===== src/rtl/core/ps2kr_pkg.sv =====
// Shared types and constants for the PS/2 keyboard receiver.
// No dependencies; used by ps2kr_frame, ps2_keyboard_receiver and ps2kr_checker.
`timescale 1ns / 1ps

package ps2kr_pkg;

    localparam int CNT_W = 16;

    // Configuration register indexes.
    localparam logic [2:0] REG_CLOCK_BIT   = 3'd0;
    localparam logic [2:0] REG_RELEASE     = 3'd1;
    localparam logic [2:0] REG_EXTEND      = 3'd2;
    localparam logic [2:0] REG_SHIFT       = 3'd3;
    localparam logic [2:0] REG_CTRL        = 3'd4;
    localparam logic [2:0] REG_ALT         = 3'd5;

    // Reset values of the configuration registers.
    localparam logic [2:0] RST_CLOCK_BIT   = 3'd0;
    localparam logic [7:0] RST_RELEASE     = 8'hF0;
    localparam logic [7:0] RST_EXTEND      = 8'hE0;
    localparam logic [7:0] RST_SHIFT       = 8'h12;
    localparam logic [7:0] RST_CTRL        = 8'h14;
    localparam logic [7:0] RST_ALT         = 8'h11;

    // Item kinds on the input side.
    localparam logic ACT_SAMPLE = 1'b0;
    localparam logic ACT_POLL   = 1'b1;

    // Key event codes on the output side.
    localparam logic [1:0] KEY_NONE    = 2'd0;
    localparam logic [1:0] KEY_PRESS   = 2'd1;
    localparam logic [1:0] KEY_RELEASE = 2'd2;

    // Modifier bits.
    localparam logic [2:0] MOD_SHIFT = 3'b001;
    localparam logic [2:0] MOD_CTRL  = 3'b010;
    localparam logic [2:0] MOD_ALT   = 3'b100;

    // Bit position of byte_pending in the result tdata.
    localparam int PENDING_POS = 59;

    // What the frame receiver tells the top level.
    typedef struct packed {
        logic             pending;       // a byte waits now
        logic [7:0]       rx_byte;       // the waiting byte
        logic             n_pending;     // pending after this cycle
        logic [CNT_W-1:0] n_parity_cnt;
        logic [CNT_W-1:0] n_stop_cnt;
        logic [CNT_W-1:0] n_overrun_cnt;
    } t_frame_status;

    function automatic logic [CNT_W-1:0] sat_inc(input logic [CNT_W-1:0] c);
        sat_inc = (c == {CNT_W{1'b1}}) ? c : c + 1'b1;
    endfunction

endpackage


===== src/rtl/core/ps2_keyboard_receiver.sv =====
// Top level of the PS/2 keyboard receiver: edge detection, key decoding, result buffer.
// Depends on ps2kr_pkg and ps2kr_frame.
`timescale 1ns / 1ps

// The block takes one item per clock while s_axis_tready is high. Each result
// is registered, in the output or the skid register, for the master side. A
// sample item (tuser low) carries the whole clock port in tdata[7:0] and the
// PS/2 data level in tdata[8]; on a rising edge of the configured clock bit the
// data level is shifted into the frame receiver (start bit, eight data bits LSB
// first, odd parity, stop bit). A poll item (tuser high) takes the received
// byte, if any, and decodes the release prefix, the extend prefix and the
// shift, ctrl and alt modifier keys. Every item produces exactly one result:
// the key event in tuser and, in tdata, the held modifiers, the polled key
// code, the three saturating error counters and the byte pending flag. A
// two-entry output buffer (output register plus skid register) lets the block
// keep taking items while a result waits; s_axis_tready drops only when both
// entries hold results. Configuration registers are written through the cfg
// port, which is always ready, and should be written only while the block is
// idle. Only the low PORT_WIDTH bits of the clock port are watched.

module ps2_keyboard_receiver #(
    parameter int PORT_WIDTH = 8
) (
    input  logic        i_clk,
    input  logic        i_rst_n,

    input  logic        s_axis_tvalid,
    output logic        s_axis_tready,
    input  logic [15:0] s_axis_tdata,   // [7:0] clock_port, [8] data_line, rest zero
    input  logic        s_axis_tuser,   // [0] action

    output logic        m_axis_tvalid,
    input  logic        m_axis_tready,
    output logic [63:0] m_axis_tdata,   // [2:0] modifier_flags, [10:3] key_code,
                                        // [26:11] parity_errors, [42:27] stop_errors,
                                        // [58:43] overrun_errors, [59] byte_pending,
                                        // rest zero
    output logic [1:0]  m_axis_tuser,   // [1:0] key_event

    input  logic        i_cfg_valid,
    output logic        o_cfg_ready,
    input  logic [2:0]  i_cfg_index,
    input  logic [7:0]  i_cfg_data
);

    // Mask of the clock port bits that exist at this port width.
    localparam logic [7:0] PORT_MASK =
        (PORT_WIDTH >= 8) ? 8'hFF : 8'((32'd1 << PORT_WIDTH) - 32'd1);

    // Configuration registers.
    logic [2:0] r_clock_bit;
    logic [7:0] r_release_code;
    logic [7:0] r_extend_code;
    logic [7:0] r_shift_code;
    logic [7:0] r_ctrl_code;
    logic [7:0] r_alt_code;

    // Decoder state.
    logic [7:0] r_last_port, n_last_port;
    logic       r_released, n_released;
    logic [2:0] r_mods, n_mods;

    // Output buffer.
    logic        r_out_valid;
    logic [63:0] r_out_data;
    logic [1:0]  r_out_user;
    logic        r_skid_valid;
    logic [63:0] r_skid_data;
    logic [1:0]  r_skid_user;

    logic        in_xfer;
    logic        out_free;
    logic        is_poll;
    logic [7:0]  port_now;
    logic [7:0]  rise;
    logic        clk_bit_ok;
    logic        bit_en;
    logic        take;
    logic [1:0]  res_event;
    logic [7:0]  res_key;
    logic [2:0]  mod_hit;
    logic [63:0] res_data;

    ps2kr_pkg::t_frame_status frame_st;

    assign in_xfer       = s_axis_tvalid && s_axis_tready;
    assign s_axis_tready = !r_skid_valid;
    assign out_free      = !r_out_valid || m_axis_tready;
    assign o_cfg_ready   = 1'b1;

    // Configuration writes; indexes past the list are dropped.
    always_ff @(posedge i_clk) begin
        if (!i_rst_n) begin
            r_clock_bit    <= ps2kr_pkg::RST_CLOCK_BIT;
            r_release_code <= ps2kr_pkg::RST_RELEASE;
            r_extend_code  <= ps2kr_pkg::RST_EXTEND;
            r_shift_code   <= ps2kr_pkg::RST_SHIFT;
            r_ctrl_code    <= ps2kr_pkg::RST_CTRL;
            r_alt_code     <= ps2kr_pkg::RST_ALT;
        end else if (i_cfg_valid) begin
            unique case (i_cfg_index)
                ps2kr_pkg::REG_CLOCK_BIT: r_clock_bit    <= i_cfg_data[2:0];
                ps2kr_pkg::REG_RELEASE:   r_release_code <= i_cfg_data;
                ps2kr_pkg::REG_EXTEND:    r_extend_code  <= i_cfg_data;
                ps2kr_pkg::REG_SHIFT:     r_shift_code   <= i_cfg_data;
                ps2kr_pkg::REG_CTRL:      r_ctrl_code    <= i_cfg_data;
                ps2kr_pkg::REG_ALT:       r_alt_code     <= i_cfg_data;
                default: ;
            endcase
        end
    end

    // Edge detection on the selected clock bit. A clock bit beyond the port
    // width never shows an edge.
    assign is_poll    = (s_axis_tuser == ps2kr_pkg::ACT_POLL);
    assign port_now   = s_axis_tdata[7:0] & PORT_MASK;
    assign rise       = ~r_last_port & port_now;
    assign clk_bit_ok = (32'(r_clock_bit) < PORT_WIDTH);
    assign bit_en     = in_xfer && !is_poll && clk_bit_ok && rise[r_clock_bit];
    assign take       = in_xfer && is_poll;

    ps2kr_frame u_frame (
        .i_clk    (i_clk),
        .i_rst_n  (i_rst_n),
        .i_bit_en (bit_en),
        .i_bit    (s_axis_tdata[8]),
        .i_take   (take),
        .o_status (frame_st)
    );

    // Poll decoding. Prefixes and modifier keys give no event; the first
    // matching code in the order release, extend, shift, ctrl, alt wins.
    always_comb begin
        n_last_port = r_last_port;
        n_released  = r_released;
        n_mods      = r_mods;
        res_event   = ps2kr_pkg::KEY_NONE;
        res_key     = 8'd0;
        mod_hit     = 3'b000;
        if (in_xfer && !is_poll) begin
            n_last_port = port_now;
        end
        if (take && frame_st.pending) begin
            res_key = frame_st.rx_byte;
            if (res_key == r_release_code) begin
                n_released = 1'b1;
            end else if (res_key == r_extend_code) begin
                n_released = r_released;
            end else begin
                if (res_key == r_shift_code) begin
                    mod_hit = ps2kr_pkg::MOD_SHIFT;
                end else if (res_key == r_ctrl_code) begin
                    mod_hit = ps2kr_pkg::MOD_CTRL;
                end else if (res_key == r_alt_code) begin
                    mod_hit = ps2kr_pkg::MOD_ALT;
                end else begin
                    res_event = r_released ? ps2kr_pkg::KEY_RELEASE
                                           : ps2kr_pkg::KEY_PRESS;
                end
                if (mod_hit != 3'b000) begin
                    n_mods = r_released ? (r_mods & ~mod_hit) : (r_mods | mod_hit);
                end
                n_released = 1'b0;
            end
        end
    end

    assign res_data = {4'd0,
                       frame_st.n_pending,
                       frame_st.n_overrun_cnt,
                       frame_st.n_stop_cnt,
                       frame_st.n_parity_cnt,
                       res_key,
                       n_mods};

    always_ff @(posedge i_clk) begin
        if (!i_rst_n) begin
            r_last_port <= 8'h01 & PORT_MASK;
            r_released  <= 1'b0;
            r_mods      <= 3'b000;
        end else begin
            r_last_port <= n_last_port;
            r_released  <= n_released;
            r_mods      <= n_mods;
        end
    end

    // Output buffer control. When the output register is free it takes the
    // skid entry first, else the new result; otherwise a new result parks in
    // the skid register.
    always_ff @(posedge i_clk) begin
        if (!i_rst_n) begin
            r_out_valid  <= 1'b0;
            r_skid_valid <= 1'b0;
        end else if (out_free) begin
            if (r_skid_valid) begin
                r_out_valid  <= 1'b1;
                r_skid_valid <= 1'b0;
            end else begin
                r_out_valid  <= in_xfer;
            end
        end else if (in_xfer) begin
            r_skid_valid <= 1'b1;
        end
    end

    always_ff @(posedge i_clk) begin
        if (out_free) begin
            if (r_skid_valid) begin
                r_out_data <= r_skid_data;
                r_out_user <= r_skid_user;
            end else if (in_xfer) begin
                r_out_data <= res_data;
                r_out_user <= res_event;
            end
        end else if (in_xfer) begin
            r_skid_data <= res_data;
            r_skid_user <= res_event;
        end
    end

    assign m_axis_tvalid = r_out_valid;
    assign m_axis_tdata  = r_out_data;
    assign m_axis_tuser  = r_out_user;

endmodule


===== src/rtl/core/ps2kr_frame.sv =====
// PS/2 frame receiver: start, eight data bits, odd parity, stop; error counters.
// Depends on ps2kr_pkg.
`timescale 1ns / 1ps

module ps2kr_frame (
    input  logic                    i_clk,
    input  logic                    i_rst_n,
    input  logic                    i_bit_en,   // a clock rising edge was sampled
    input  logic                    i_bit,      // data line level at that edge
    input  logic                    i_take,     // a poll takes the pending byte
    output ps2kr_pkg::t_frame_status o_status
);

    typedef enum logic [1:0] {
        PH_START,
        PH_DATA,
        PH_PARITY,
        PH_STOP
    } t_phase;

    t_phase                     r_phase, n_phase;
    logic [2:0]                 r_cnt, n_cnt;
    logic [7:0]                 r_shift, n_shift;
    logic [7:0]                 r_byte;
    logic                       r_pending, n_pending;
    logic [ps2kr_pkg::CNT_W-1:0] r_par, n_par;
    logic [ps2kr_pkg::CNT_W-1:0] r_stp, n_stp;
    logic [ps2kr_pkg::CNT_W-1:0] r_ovr, n_ovr;
    logic                       good_stop;

    always_comb begin
        n_phase   = r_phase;
        n_cnt     = r_cnt;
        n_shift   = r_shift;
        n_par     = r_par;
        n_stp     = r_stp;
        n_ovr     = r_ovr;
        good_stop = 1'b0;
        if (i_bit_en) begin
            unique case (r_phase)
                PH_START: begin
                    if (!i_bit) begin
                        n_phase = PH_DATA;
                        n_cnt   = 3'd0;
                    end
                end
                PH_DATA: begin
                    n_shift = {i_bit, r_shift[7:1]};
                    n_cnt   = r_cnt + 3'd1;
                    if (r_cnt == 3'd7) begin
                        n_phase = PH_PARITY;
                    end
                end
                PH_PARITY: begin
                    // Odd parity over data and parity bit.
                    if (^{i_bit, r_shift}) begin
                        n_phase = PH_STOP;
                    end else begin
                        n_par   = ps2kr_pkg::sat_inc(r_par);
                        n_phase = PH_START;
                    end
                end
                PH_STOP: begin
                    if (i_bit) begin
                        good_stop = 1'b1;
                        if (r_pending) begin
                            n_ovr = ps2kr_pkg::sat_inc(r_ovr);
                        end
                    end else begin
                        n_stp = ps2kr_pkg::sat_inc(r_stp);
                    end
                    n_phase = PH_START;
                end
                default: n_phase = PH_START;
            endcase
        end
        if (i_take) begin
            n_pending = 1'b0;
        end else if (good_stop) begin
            n_pending = 1'b1;
        end else begin
            n_pending = r_pending;
        end
    end

    always_ff @(posedge i_clk) begin
        if (!i_rst_n) begin
            r_phase   <= PH_START;
            r_cnt     <= 3'd0;
            r_shift   <= 8'd0;
            r_pending <= 1'b0;
            r_par     <= '0;
            r_stp     <= '0;
            r_ovr     <= '0;
        end else begin
            r_phase   <= n_phase;
            r_cnt     <= n_cnt;
            r_shift   <= n_shift;
            r_pending <= n_pending;
            r_par     <= n_par;
            r_stp     <= n_stp;
            r_ovr     <= n_ovr;
        end
    end

    // The received byte needs no reset; it is read only while pending.
    always_ff @(posedge i_clk) begin
        if (good_stop) begin
            r_byte <= r_shift;
        end
    end

    assign o_status.pending       = r_pending;
    assign o_status.rx_byte       = r_byte;
    assign o_status.n_pending     = n_pending;
    assign o_status.n_parity_cnt  = n_par;
    assign o_status.n_stop_cnt    = n_stp;
    assign o_status.n_overrun_cnt = n_ovr;

endmodule


===== config.mk =====
export PLATFORM = sky130hd
export DESIGN_NAME = ps2_keyboard_receiver
export DESIGN_NICKNAME = d
export VERILOG_FILES = /design/src/rtl/core/ps2kr_pkg.sv /design/src/rtl/core/ps2_keyboard_receiver.sv /design/src/rtl/core/ps2kr_frame.sv
export SDC_FILE = /design/constraint.sdc
export NUM_CORES = 1
export LEC_CHECK = 0
export BUFFER_PORTS_ARGS = -buffer_cell sky130_fd_sc_hd__buf_2
export CAP_MARGIN = 20
export CORE_ASPECT_RATIO = 0.5
export CORE_MARGIN = 3
export CORE_UTILIZATION = 47
export DETAILED_ROUTE_END_ITERATION = 10
export GPL_TIMING_DRIVEN = 1
export PLACE_DENSITY = 0.77
export SLEW_MARGIN = 5
export SYNTH_ARGS = -nofsm -noshare
export SYNTH_HDL_FRONTEND = slang
export SYNTH_SLANG_ARGS = --single-unit

===== constraint.sdc =====
create_clock -name i_clk -period 5.9 [get_ports i_clk]
set_input_delay 0.59 -clock i_clk [delete_from_list [all_inputs] [get_ports i_clk]]
set_output_delay 0.59 -clock i_clk [all_outputs]
set_load 0.05 [all_outputs]

=== Yosys cells after proc, flatten, opt, wreduce, memory -nomap -nowiden ===
Cells that the tools add are included.

* Flip-flop bits (word level): 251
* Logic and storage cells: 135
* Output and inout bits: 69
* Input bits: 33

* Multiplexer cells: 52
* Magnitude comparators: 1
* Reduce and logical (&&, ||, !) cells: 28
* Add/sub/neg operators: 4
* Bitwise logic cells: 7
* Eq/ne operators: 20

{| class="wikitable"
|+ Operators by type and width
! operator !! number
|-
| $mux W16 || 13
|-
| $mux W60 || 2
|-
| $add A16 B1 Y16 const B || 3
|-
| $eq A16 B16 Y1 const B || 3
|-
| $eq A8 B8 Y1 || 5
|-
| $mux W3 || 12
|-
| $mux W2 || 12
|-
| $reduce_and A2 Y1 || 10
|-
| $eq A3 B3 Y1 const B || 3
|-
| $mux W1 || 9
|-
| $reduce_xor A9 Y1 || 1
|-
| $and A8 B8 Y8 || 1
|-
| $mux W8 || 1
|-
| $not A8 Y8 || 1
|-
| $pmux W2 S4 || 1
|-
| $eq A3 B2 Y1 const B || 2
|-
| $pmux W3 S2 || 1
|-
| $reduce_and A3 Y1 || 2
|-
| $logic_and A1 B1 Y1 || 5
|-
| $eq A2 B2 Y1 const B || 2
|-
| $lt A3 B4 Y1 const B || 1
|-
| $ne A2 B2 Y1 const B || 2
|-
| $reduce_bool A2 Y1 || 2
|-
| $add A3 B1 Y3 const B || 1
|-
| 14 further kinds || 17
|}

=== Logic depth before layout (Yosys ltp) ===
Gate-level depths: netlist of run 1.

* Word-level depth: 16
* Depth in mapped cells: 9
* Mapped depth without buffers: 7

=== By module ===
A second synthesis of run 1 with hierarchy kept.

* Cell total of the unflattened synthesis: 960
* Area total of the unflattened synthesis: 11232.0 um2

{| class="wikitable"
|+ Modules (own cells, without submodules)
! module !! times used !! sequential area each (um2) !! area an instance (um2) !! cells an instance
|-
| ps2_keyboard_receiver || 1 || 4864.7 || 7339.5 || 541
|-
| ps2kr_frame || 1 || 1481.4 || 3892.5 || 419
|}

=== Least setup slack after synthesis of run 1 ===
OpenSTA, ideal clock, no wires.

* Path kind: flip-flop to flip-flop
* Start point: reg r_out_valid, in the netlist m_axis_tvalid
* End point: reg r_skid_data[0] (enable)
* Library setup time: 0.571 ns
* Arrival: 5.396 ns
* Slack: -0.067 ns
* Buffers on the path: 0
* Cell stages (with the launch flop): 3
* Period minus slack after synthesis: 5.967 ns
* Data required time: 5.329 ns
* Cell sequence: dfxtp_1 > nand2b_1 > nor3b_1

* Longest elaborated chain between the ends: 4

{| class="wikitable"
|+ RTL lines
! item !! RTL line !! RTL
|-
| from (decl) || ps2_keyboard_receiver.sv:64 || <nowiki>logic r_out_valid;</nowiki>
|-
| from (signal assigned) || ps2_keyboard_receiver.sv:200 || <nowiki>r_out_valid <= in_xfer;</nowiki>
|-
| $logic_not A1 Y1 || ps2_keyboard_receiver.sv:88 || <nowiki>assign out_free = !r_out_valid || m_axis_tready;</nowiki>
|-
| $logic_or A1 B1 Y1 || ps2_keyboard_receiver.sv:88 ||
|-
| $not A1 Y1 (no line) || -- ||
|-
| $reduce_and A2 Y1 (no line) || -- ||
|-
| to (signal assigned) || ps2_keyboard_receiver.sv:217 || <nowiki>r_skid_data <= res_data;</nowiki>
|-
| to (decl) || ps2_keyboard_receiver.sv:68 || <nowiki>logic [63:0] r_skid_data;</nowiki>
|}

Every way passes these cells.
A chain may end at the register's enable or synchronous reset.

==> metrics.log, run 1 <==
[metrics] post-route setup TNS: 0 ps
[metrics] routed len/inst: 16.26 um
[metrics] leak pwr: 4.722 nW
[metrics] kind of start point of the critical path: register
[metrics] largest family of logic cells by synthesized area: simple AND/OR/NAND/NOR gates
[metrics] Worst Reg-to-Reg Cells: 8
[metrics] final design instance area without fill: 12390 sq um
[metrics] number of filler instances in the final layout: 1907
[metrics] number of cells produced by synthesis: 929
[metrics] remaining global-route overflow: 0
[metrics] count of endpoints failing setup in the final report: 0
[metrics] TritonCTS buffer count: 23
[metrics] clock input transition at the sequential cells of the worst setup and hold paths: 60 ps
[metrics] DP Wirelength: 14040 um
[metrics] VDD IR max: 0.1783 mV
[metrics] Routed Wire Length: 21500 um
[metrics] final total power: 3.584 mW
[metrics] number of register bits inferred by synthesis: 251
[metrics] relative slew slack: 31.35%
[metrics] Worst Setup Slack, final: 2648 ps
[metrics] placed cell count: 1280
[metrics] post-layout util: 55.45%
[metrics] maximum frequency from static timing analysis: 0.3075 GHz
[metrics] power density of the placed cells: 289.2 nW/um^2
[metrics] number of cells on the critical path: 8
[metrics] fraction of synthesized area in multiplexers: 8.277%
[metrics] count of buffer and inverter cells on the critical path: 2
[metrics] number of library cell types mapped by synthesis: 64
[metrics] number of global-route vias before repair: 7000
[metrics] post-layout min period: 3252 ps
[metrics] count of final hold-check violations: 0
[metrics] number of inserted diodes: 0
[metrics] final instance count without filler cells: 1322
[metrics] post-cts sizing count: 0
[metrics] pin count of the biggest net entering global routing: 121
[metrics] delay contributed by the slowest stage of the critical path: 600 ps
[metrics] Crit path required time: 6170 ps
[metrics] fraction of synthesis flops using an asynchronous set or reset pin: 0%
[metrics] Area Overhead vs Synth: 12.44%
[metrics] maximum fanout along the worst path: 39
[metrics] number of detailed-routing iterations run before antenna repair: 6
[metrics] number of buffers inserted to repair setup after CTS: 0
[metrics] routability cong.: 0.8369
[metrics] area taken by flip-flops and latches: 6346 sq um
[metrics] most frequently used flop master after synthesis: sky130_fd_sc_hd__edfxtp_1
[metrics] CTS tree: yes
[metrics] proportion of layout cells with a drive suffix above 1: 20.74%
[metrics] Final Skew: 10.07 ps
[metrics] total of buffers placed on input and output ports: 89
[metrics] arrival time at the worst endpoint: 3520 ps
[metrics] number of routed nets with antenna violations: 0
[metrics] Boundary Pins: 102
[metrics] yosys synthesis warning count: 0
[metrics] number of sinks driven by the clock tree: 251
[metrics] hold-fix buffer count after cts: 0
[metrics] critical path class: register to register
[metrics] via density per instance: 5.355
[metrics] Post-Synth XOR/XNOR Area: 6.449%
[metrics] height of the die: 114.3 um
[metrics] # DRC: 0
[metrics] First DRT Iteration DRCs: 497
[metrics] Simple-Gate Fraction of Synth Area: 19.47%
[metrics] hold path cells: 3
[metrics] mean post-synth cell area: 11.86 sq um
[metrics] Clock Root Buffer: sky130_fd_sc_hd__clkbuf_16
[metrics] synthesized area: 11020 sq um
[metrics] measured slew at the worst slew-check pin: 1024 ps
[metrics] setup repair after global routing missed its margin: false
[metrics] Adder-Cell Fraction of Synth Area: 0.5677%
[metrics] initial antenna violation count: 0
[metrics] kind of path behind the tightest hold check: primary input to register
[metrics] Slew Limit Fails: 0
[metrics] Max Cap Violations: 0
[metrics] dpl ws: 2479 ps
[metrics] kind of cell adding the most delay to the critical path: simple AND/OR/NAND/NOR gates
[metrics] worst-path cell chain: nor3b_2 -> buf_4 -> nand2b_4 -> o32a_2 -> buf_4 -> nor4bb_1 -> mux2_2 -> mux2_2
[metrics] share of the synthesized area in compound gates (AO/OA/AOI/OAI): 5.132%
[metrics] die span in x: 222.6 um
[metrics] vias after detailed routing: 7079
[metrics] share of the yosys chip area belonging to registers: 57.58%
[metrics] portion of the clock cycle consumed by the worst path in the final layout: 55.12%
[metrics] Die Outline Area: 25430 sq um
[metrics] outcome: finished, final reports clean
[metrics] cell area reported after detailed placement: 11670 sq um
[metrics] post-layout net count: 1044
[metrics] global-route usage over all layers: 16.98%
[metrics] Placeable Area: 22350 sq um
[metrics] number of synthesized flops with an enable pin: 132
[metrics] multi-input gate area in the final layout: 4429 sq um
[metrics] clock tree buffer depth: 3
[metrics] type of destination of the critical path: register
[metrics] worst slack on hold paths: 319.7 ps
[metrics] cell with the biggest individual delay on the critical path: sky130_fd_sc_hd__dfxtp_1
[metrics] CTS H-Tree Depth: 1
[metrics] Placement Rows: 38
[metrics] initial cell density of the core: 49.32%
[metrics] first-pass GRT wire length: 35560 um
[metrics] later-pin clock latency in the skew report: 520 ps
-- Yosys cell counts, types with 3 or more instances --
library cell,n,share of area (%)
sky130_fd_sc_hd__xor2_1,57,4.5
sky130_fd_sc_hd__edfxtp_1,132,36
sky130_fd_sc_hd__mux2i_1,21,1.9
sky130_fd_sc_hd__nor4_2,5,0.57
sky130_fd_sc_hd__buf_6,5,0.51
sky130_fd_sc_hd__buf_2,6,0.27
sky130_fd_sc_hd__nand3_1,41,1.9
sky130_fd_sc_hd__and4_1,6,0.48
sky130_fd_sc_hd__nor4_4,5,0.97
sky130_fd_sc_hd__dfxtp_1,119,22
sky130_fd_sc_hd__nor2_1,25,0.85
sky130_fd_sc_hd__nor4b_2,3,0.41
sky130_fd_sc_hd__inv_1,5,0.17
sky130_fd_sc_hd__nand3b_1,3,0.20
sky130_fd_sc_hd__mux2_2,57,5.8
sky130_fd_sc_hd__nor2b_1,27,1.5
sky130_fd_sc_hd__xnor2_1,19,1.5
sky130_fd_sc_hd__buf_4,6,0.41
sky130_fd_sc_hd__o31ai_1,3,0.20
sky130_fd_sc_hd__and3_1,9,0.51
sky130_fd_sc_hd__a21oi_1,6,0.27
sky130_fd_sc_hd__a21boi_0,29,2.0
sky130_fd_sc_hd__or4_1,4,0.27
sky130_fd_sc_hd__nand4_1,14,0.79
sky130_fd_sc_hd__nand2_1,120,4.1
sky130_fd_sc_hd__and2_1,64,3.6
sky130_fd_sc_hd__ha_1,5,0.57
sky130_fd_sc_hd__a31oi_1,6,0.34
sky130_fd_sc_hd__nand2b_1,9,0.51
sky130_fd_sc_hd__clkbuf_1,31,1.1
sky130_fd_sc_hd__nor3b_1,4,0.27
sky130_fd_sc_hd__nor3_1,14,0.64
sky130_fd_sc_hd__nor4_1,15,0.85
sky130_fd_sc_hd__o21ai_0,7,0.32
sky130_fd_sc_hd__a21o_1,10,0.68
-- sequential cells by signal, summed over array words and instances, names as in the netlist, 16 cells and up --
register and count:
u_frame.r_stp 16, u_frame.r_par 16, r_skid_data 60, m_axis_tdata 60
u_frame.r_ovr 16
-- placed cells by master, fill, tap and decap left out, types with 6 or more instances in the layout --
cell type / netlist / layout
sky130_fd_sc_hd__a21boi_0: 29 / 29
sky130_fd_sc_hd__a21o_1: 10 / 10
sky130_fd_sc_hd__a21oi_1: 6 / 6
sky130_fd_sc_hd__a31oi_1: 6 / 6
sky130_fd_sc_hd__and2_1: 64 / 64
sky130_fd_sc_hd__and3_1: 9 / 9
sky130_fd_sc_hd__and4_1: 6 / 6
sky130_fd_sc_hd__buf_2: 6 / 90
sky130_fd_sc_hd__buf_4: 6 / 7
sky130_fd_sc_hd__clkbuf_1: 31 / 7
sky130_fd_sc_hd__clkbuf_16: 0 / 23
sky130_fd_sc_hd__dfxtp_1: 119 / 119
sky130_fd_sc_hd__edfxtp_1: 132 / 132
sky130_fd_sc_hd__mux2_2: 57 / 57
sky130_fd_sc_hd__mux2i_1: 21 / 21
sky130_fd_sc_hd__nand2_1: 120 / 120
sky130_fd_sc_hd__nand2b_1: 9 / 9
sky130_fd_sc_hd__nand3_1: 41 / 41
sky130_fd_sc_hd__nand4_1: 14 / 14
sky130_fd_sc_hd__nor2_1: 25 / 25
sky130_fd_sc_hd__nor2b_1: 27 / 27
sky130_fd_sc_hd__nor3_1: 14 / 14
sky130_fd_sc_hd__nor4_1: 15 / 15
sky130_fd_sc_hd__o21ai_0: 7 / 7
sky130_fd_sc_hd__xnor2_1: 19 / 19
sky130_fd_sc_hd__xor2_1: 57 / 57
-- worst reg2reg max path, cell delays in order (launching register included) --
cell                       delay (ps)
sky130_fd_sc_hd__dfxtp_1          600
sky130_fd_sc_hd__nor3b_2          310
sky130_fd_sc_hd__buf_4            260
sky130_fd_sc_hd__nand2b_4          80
sky130_fd_sc_hd__o32a_2           330
sky130_fd_sc_hd__buf_4            290
sky130_fd_sc_hd__nor4bb_1         470
sky130_fd_sc_hd__mux2_2           400
sky130_fd_sc_hd__mux2_2           260
-- where the power goes --
part | leakage (nW) | switching [mW] | internal, mW | total [mW]
registers | 2.14 | 0.0176 | 1.88 | 1.90
clock network | 0.342 | 0.633 | 0.819 | 1.45
logic | 2.24 | 0.174 | 0.0579 | 0.232
total | 4.72 | 0.825 | 2.76 | 3.58
-- kinds of logic after synthesis --
| group | Yosys count |
|---|---|
| flip-flops | 251 |
| AND/OR/NAND/NOR | 380 |
| multiplexers | 81 |
| XOR/XNOR | 78 |
| AO/OA/AOI/OAI | 78 |
| buffers and inverters | 54 |
| other | 2 |
| adder cells (fa/ha/maj) | 5 |
-- final timing paths --
check | startpoint | endpoint | slack (ps)
max | r_skid_valid$_SDFFE_PP0P_ | m_axis_tdata[56]$_DFFE_PP_ | 2650
min | s_axis_tdata[0] | r_last_port[0]$_SDFFE_PN1P_ | 320
max reg2reg | r_skid_valid$_SDFFE_PP0P_ | m_axis_tdata[56]$_DFFE_PP_ | 2650
min reg2reg | r_extend_code[2]$_SDFFE_PN0P_ | r_extend_code[2]$_SDFFE_PN0P_ | 480
-- layout make-up --
type | instances | share of cell area [%]
Clock buffer | 31 | 4.968
Clock inverter | 10 | 0.8078
Inverter | 6 | 0.1817
Multi-Input combinational cell | 627 | 35.74
Sequential cell | 251 | 51.21
Tap cell | 300 | 3.029
Timing Repair Buffer | 97 | 4.059
-- routing by layer --
metal  part of all wire [%]  GRT usage [%]  vias to the layer above  routed length [um]
li1                       -              -                     3455                   -
met1                     47          22.93                     3435               10070
met2                     47          28.38                      158               10130
met3                    4.2          3.279                       31                 893
met4                    1.9          4.695                        0                 406
met5                      0              0                        -                   0
(Power assumes the default switching activity.)
==> run 2: changes to the inputs <==
--- a/config.mk
+++ b/config.mk
@@ -5,6 +5,7 @@
 export SDC_FILE = /design/constraint.sdc
 export NUM_CORES = 1
 export LEC_CHECK = 0
+export ABC_AREA = 1
 export BUFFER_PORTS_ARGS = -buffer_cell sky130_fd_sc_hd__buf_2
 export CAP_MARGIN = 20
 export CORE_ASPECT_RATIO = 0.5
@@ -12,7 +13,7 @@
 export CORE_UTILIZATION = 47
 export DETAILED_ROUTE_END_ITERATION = 10
 export GPL_TIMING_DRIVEN = 1
-export PLACE_DENSITY = 0.77
+export PLACE_DENSITY = 0.74
 export SLEW_MARGIN = 5
 export SYNTH_ARGS = -nofsm -noshare
 export SYNTH_HDL_FRONTEND = slang
==> constraint.sdc (replaced) <==
create_clock -name i_clk -period 3 [get_ports i_clk]
set_input_delay 0.3 -clock i_clk [delete_from_list [all_inputs] [get_ports i_clk]]
set_output_delay 0.3 -clock i_clk [all_outputs]
set_load 0.05 [all_outputs]
==> metrics.log, run 2 <==
[metrics] outcome: finished, final reports clean
[metrics] type of destination of the critical path: primary output
[metrics] worst-path cell chain: buf_4 -> inv_1 -> buf_4 -> buf_2
[metrics] routability cong.: 0.8804 (+5.2%)
[metrics] portion of the clock cycle consumed by the worst path in the final layout: 83.88%
[metrics] number of detailed-routing iterations run before antenna repair: 6 (unchanged)
[metrics] CTS H-Tree Depth: 1 (unchanged)
[metrics] vias after detailed routing: 8587 (+21%)
[metrics] number of register bits inferred by synthesis: 251 (unchanged)
[metrics] Max Cap Violations: 0 (unchanged)
[metrics] number of global-route vias before repair: 8119 (+16%)
[metrics] die span in x: 223.5 um (+0.44%)
[metrics] area taken by flip-flops and latches: 6347 sq um (about the same)
[metrics] kind of path behind the tightest hold check: primary input to register
[metrics] proportion of layout cells with a drive suffix above 1: 12.99% (-7.8 points)
[metrics] dominant cell by count in the synthesized netlist: sky130_fd_sc_hd__nand2_1
[metrics] First DRT Iteration DRCs: 751 (+51%)
[metrics] most instantiated cells after synthesis: sky130_fd_sc_hd__nand2_1, sky130_fd_sc_hd__inv_1, sky130_fd_sc_hd__nor2_1, sky130_fd_sc_hd__edfxtp_1, sky130_fd_sc_hd__dfxtp_1
[metrics] DP Wirelength: 16230 um (+16%)
[metrics] fraction of synthesis flops using an asynchronous set or reset pin: 0% (unchanged)
[metrics] power density of the placed cells: 568.6 nW/um^2 (+97%)
[metrics] final design instance area without fill: 12660 sq um (+2.1%)
[metrics] global-route usage over all layers: 18.51% (+1.5 points)
[metrics] Placeable Area: 23030 sq um (+3.1%)
[metrics] number of routed nets with antenna violations: 0 (unchanged)
[metrics] number of sinks driven by the clock tree: 251 (unchanged)
[metrics] remaining global-route overflow: 0 (unchanged)
[metrics] final instance count without filler cells: 1708 (+29%)
[metrics] Slew Limit Fails: 0 (unchanged)
[metrics] worst slack on hold paths: 25.91 ps (-293.8 ps)
[metrics] critical path class: register to primary output
[metrics] hold-fix buffer count after cts: 0 (unchanged)
[metrics] clock tree buffer depth: 3 (unchanged)
[metrics] top post-synthesis cells by area: sky130_fd_sc_hd__edfxtp_1, sky130_fd_sc_hd__dfxtp_1, sky130_fd_sc_hd__nand2_1
[metrics] post-cts sizing count: 0 (unchanged)
[metrics] VDD IR max: 0.3693 mV (+110%)
[metrics] count of endpoints failing setup in the final report: 0 (unchanged)
[metrics] Die Outline Area: 25650 sq um (+0.86%)
[metrics] share of the yosys chip area belonging to registers: 57.07% (-0.51 points)
[metrics] synthesized area: 11120 sq um (+0.90%)
[metrics] initial antenna violation count: 0 (unchanged)
[metrics] placed cell count: 1665 (+30%)
[metrics] first-pass GRT wire length: 39650 um (+11%)
[metrics] # DRC: 0 (unchanged)
[metrics] most common cell after layout, fill and taps aside: sky130_fd_sc_hd__nand2_1
[metrics] later-pin clock latency in the skew report: 520 ps (about the same)
[metrics] Area Overhead vs Synth: 13.83%
[metrics] number of synthesized flops with an enable pin: 132 (unchanged)
[metrics] worst setup path startpoint: r_skid_valid$_SDFFE_PP0P_
[metrics] height of the die: 114.8 um (+0.42%)
[metrics] met2 Track Usage GR: 31.79% (+3.4 points)
[metrics] TritonCTS buffer count: 24 (+4.3%)
[metrics] Yosys top cell by area: sky130_fd_sc_hd__edfxtp_1
[metrics] number of cells produced by synthesis: 1296 (+40%)
[metrics] multi-input gate area in the final layout: 3963 sq um (-11%)
[metrics] post-route setup TNS: 0 ps (unchanged)
[metrics] delay contributed by the slowest stage of the critical path: 690 ps (+90 ps)
[metrics] measured slew at the worst slew-check pin: 909.4 ps (-114.8 ps)
[metrics] cell with the biggest individual delay on the critical path: sky130_fd_sc_hd__buf_4
[metrics] routed len/inst: 13.90 um (-15%)
[metrics] portion of synthesized cell area occupied by the leading cell type: 35.65% (-0.32 points)
[metrics] met1 layer usage reported by global route: 25.18% (+2.3 points)
[metrics] arrival time at the worst endpoint: 2220 ps (-1300 ps)
[metrics] most frequently used flop master after synthesis: sky130_fd_sc_hd__edfxtp_1
[metrics] number of library cell types mapped by synthesis: 44 (-31%)
[metrics] pin count of the biggest net entering global routing: 94 (-22%)
[metrics] post-layout net count: 1422 (+36%)
[metrics] yosys synthesis warning count: 0 (unchanged)
[metrics] most prevalent standard cell on the critical path: sky130_fd_sc_hd__buf_4
[metrics] Routed Wire Length: 23740 um (+10%)
[metrics] via density per instance: 5.028 (-6.1%)
[metrics] Boundary Pins: 102 (unchanged)
[metrics] CTS tree: yes
[metrics] Placement Rows: 39 (+2.6%)
[metrics] number of inserted diodes: 0 (unchanged)
[metrics] maximum fanout along the worst path: 93 (+140%)
[metrics] Final Skew: 11.41 ps (+1.345 ps)
[metrics] number of buffers inserted to repair setup after CTS: 0 (unchanged)
[metrics] setup repair after global routing missed its margin: false
[metrics] initial cell density of the core: 48.28% (-1.0 points)
[metrics] count of final hold-check violations: 0 (unchanged)
[metrics] clock input transition at the sequential cells of the worst setup and hold paths: 70 ps (about the same)
[metrics] Crit path required time: 2700 ps (-3470 ps)
[metrics] Worst Hold Launch: s_axis_tdata[0]
[metrics] number of filler instances in the final layout: 2048 (+7.4%)
[metrics] total of buffers placed on input and output ports: 89 (unchanged)
[metrics] Clock Root Buffer: sky130_fd_sc_hd__clkbuf_16
[metrics] relative slew slack: 39.37% (+8.0 points)
[metrics] met3 GRT Util: 3.087% (-0.19 points)
[metrics] cell area reported after detailed placement: 11890 sq um (+1.8%)
[metrics] most frequent cells in the layout: sky130_fd_sc_hd__nand2_1, sky130_fd_sc_hd__inv_1, sky130_fd_sc_hd__nor2_1
[metrics] leak pwr: 5.420 nW (+15%)
[metrics] most congested layer reported by global routing: met2
[metrics] post-layout util: 54.95% (-0.50 points)
[metrics] maximum frequency from static timing analysis: 0.3974 GHz
[metrics] post-layout min period: 2516 ps
[metrics] mean post-synth cell area: 8.580 sq um (-28%)
[metrics] Reg2Reg Launch Point: r_skid_valid$_SDFFE_PP0P_
[metrics] kind of start point of the critical path: register
==> run 2: cell types whose count changed after synthesis, sizes merged, moves of 27 or more <==
cell and delta:
a21boi -29, a21oi +38, and2 -63, inv +169, mux2 -58, nand2 +209, nand3 +36, nor2 +149
nor2b -27, o21ai +94, xor2 -31
==> run 2: worst max-delay path: cells and delay by family (launching register included) <==
family	cells	cell delay [ps]
buf+inv	4	1310
flops	1	330
==> run 2: final cells by class <==
cell class / instances / share of cell area (%)
Clock buffer: 29 / 5.229
Multi-Input combinational cell: 833 / 31.31
Inverter: 178 / 5.279
Clock inverter: 14 / 0.8699
Timing Repair Buffer: 96 / 4.132
Tap cell: 307 / 3.035
Sequential cell: 251 / 50.15
==> run 2: per-stage QoR <==
stage                     setup slack, ps  power, mW
after floorplan                     37.65      4.160
after global placement              698.2      4.283
after detailed placement            679.9      4.296
after CTS                           483.8      7.256
after global routing                306.3      7.457
final                               483.6      7.197
==> run 2: worst paths after layout <==
kind	slack, ps	cells after the start	to
worst max-delay path	480	4	s_axis_tready
worst min-delay path	30	3	r_last_port[0]$_SDFFE_PN1P_
worst max register to register	730	12	m_axis_tdata[56]$_DFFE_PP_
worst min register to register	460	2	r_last_port[7]$_SDFFE_PN0P_
==> run 2: cell families (layout without fill, tap and decap cells) <==
family	count (synthesis)	after routing	share of synthesized area, %
AOI/OAI and AO/OA	154	154	7.168
adders and majority gates	5	5	0.5626
xor gates and xnor gates	36	36	3.038
DFF	251	251	57.07
buffers and inverters	215	317	7.528
other	2	5	0.06754
and+or+nand+nor	633	633	24.56
==> run 2: report_power, final <==
part	switching, mW	total (mW)	internal (mW)	leakage (nW)
Sequential	0.0339	3.73	3.70	2.24
Combinational	0.384	0.485	0.101	2.81
Clock	1.31	2.98	1.67	0.370
==> run 2: per-layer routing <==
metal  routed length [um]  share of wire [%]
met1                11120                 47
met2                11060                 47
met3                 1225                5.2
met4                  335                1.4
met5                    0                  0
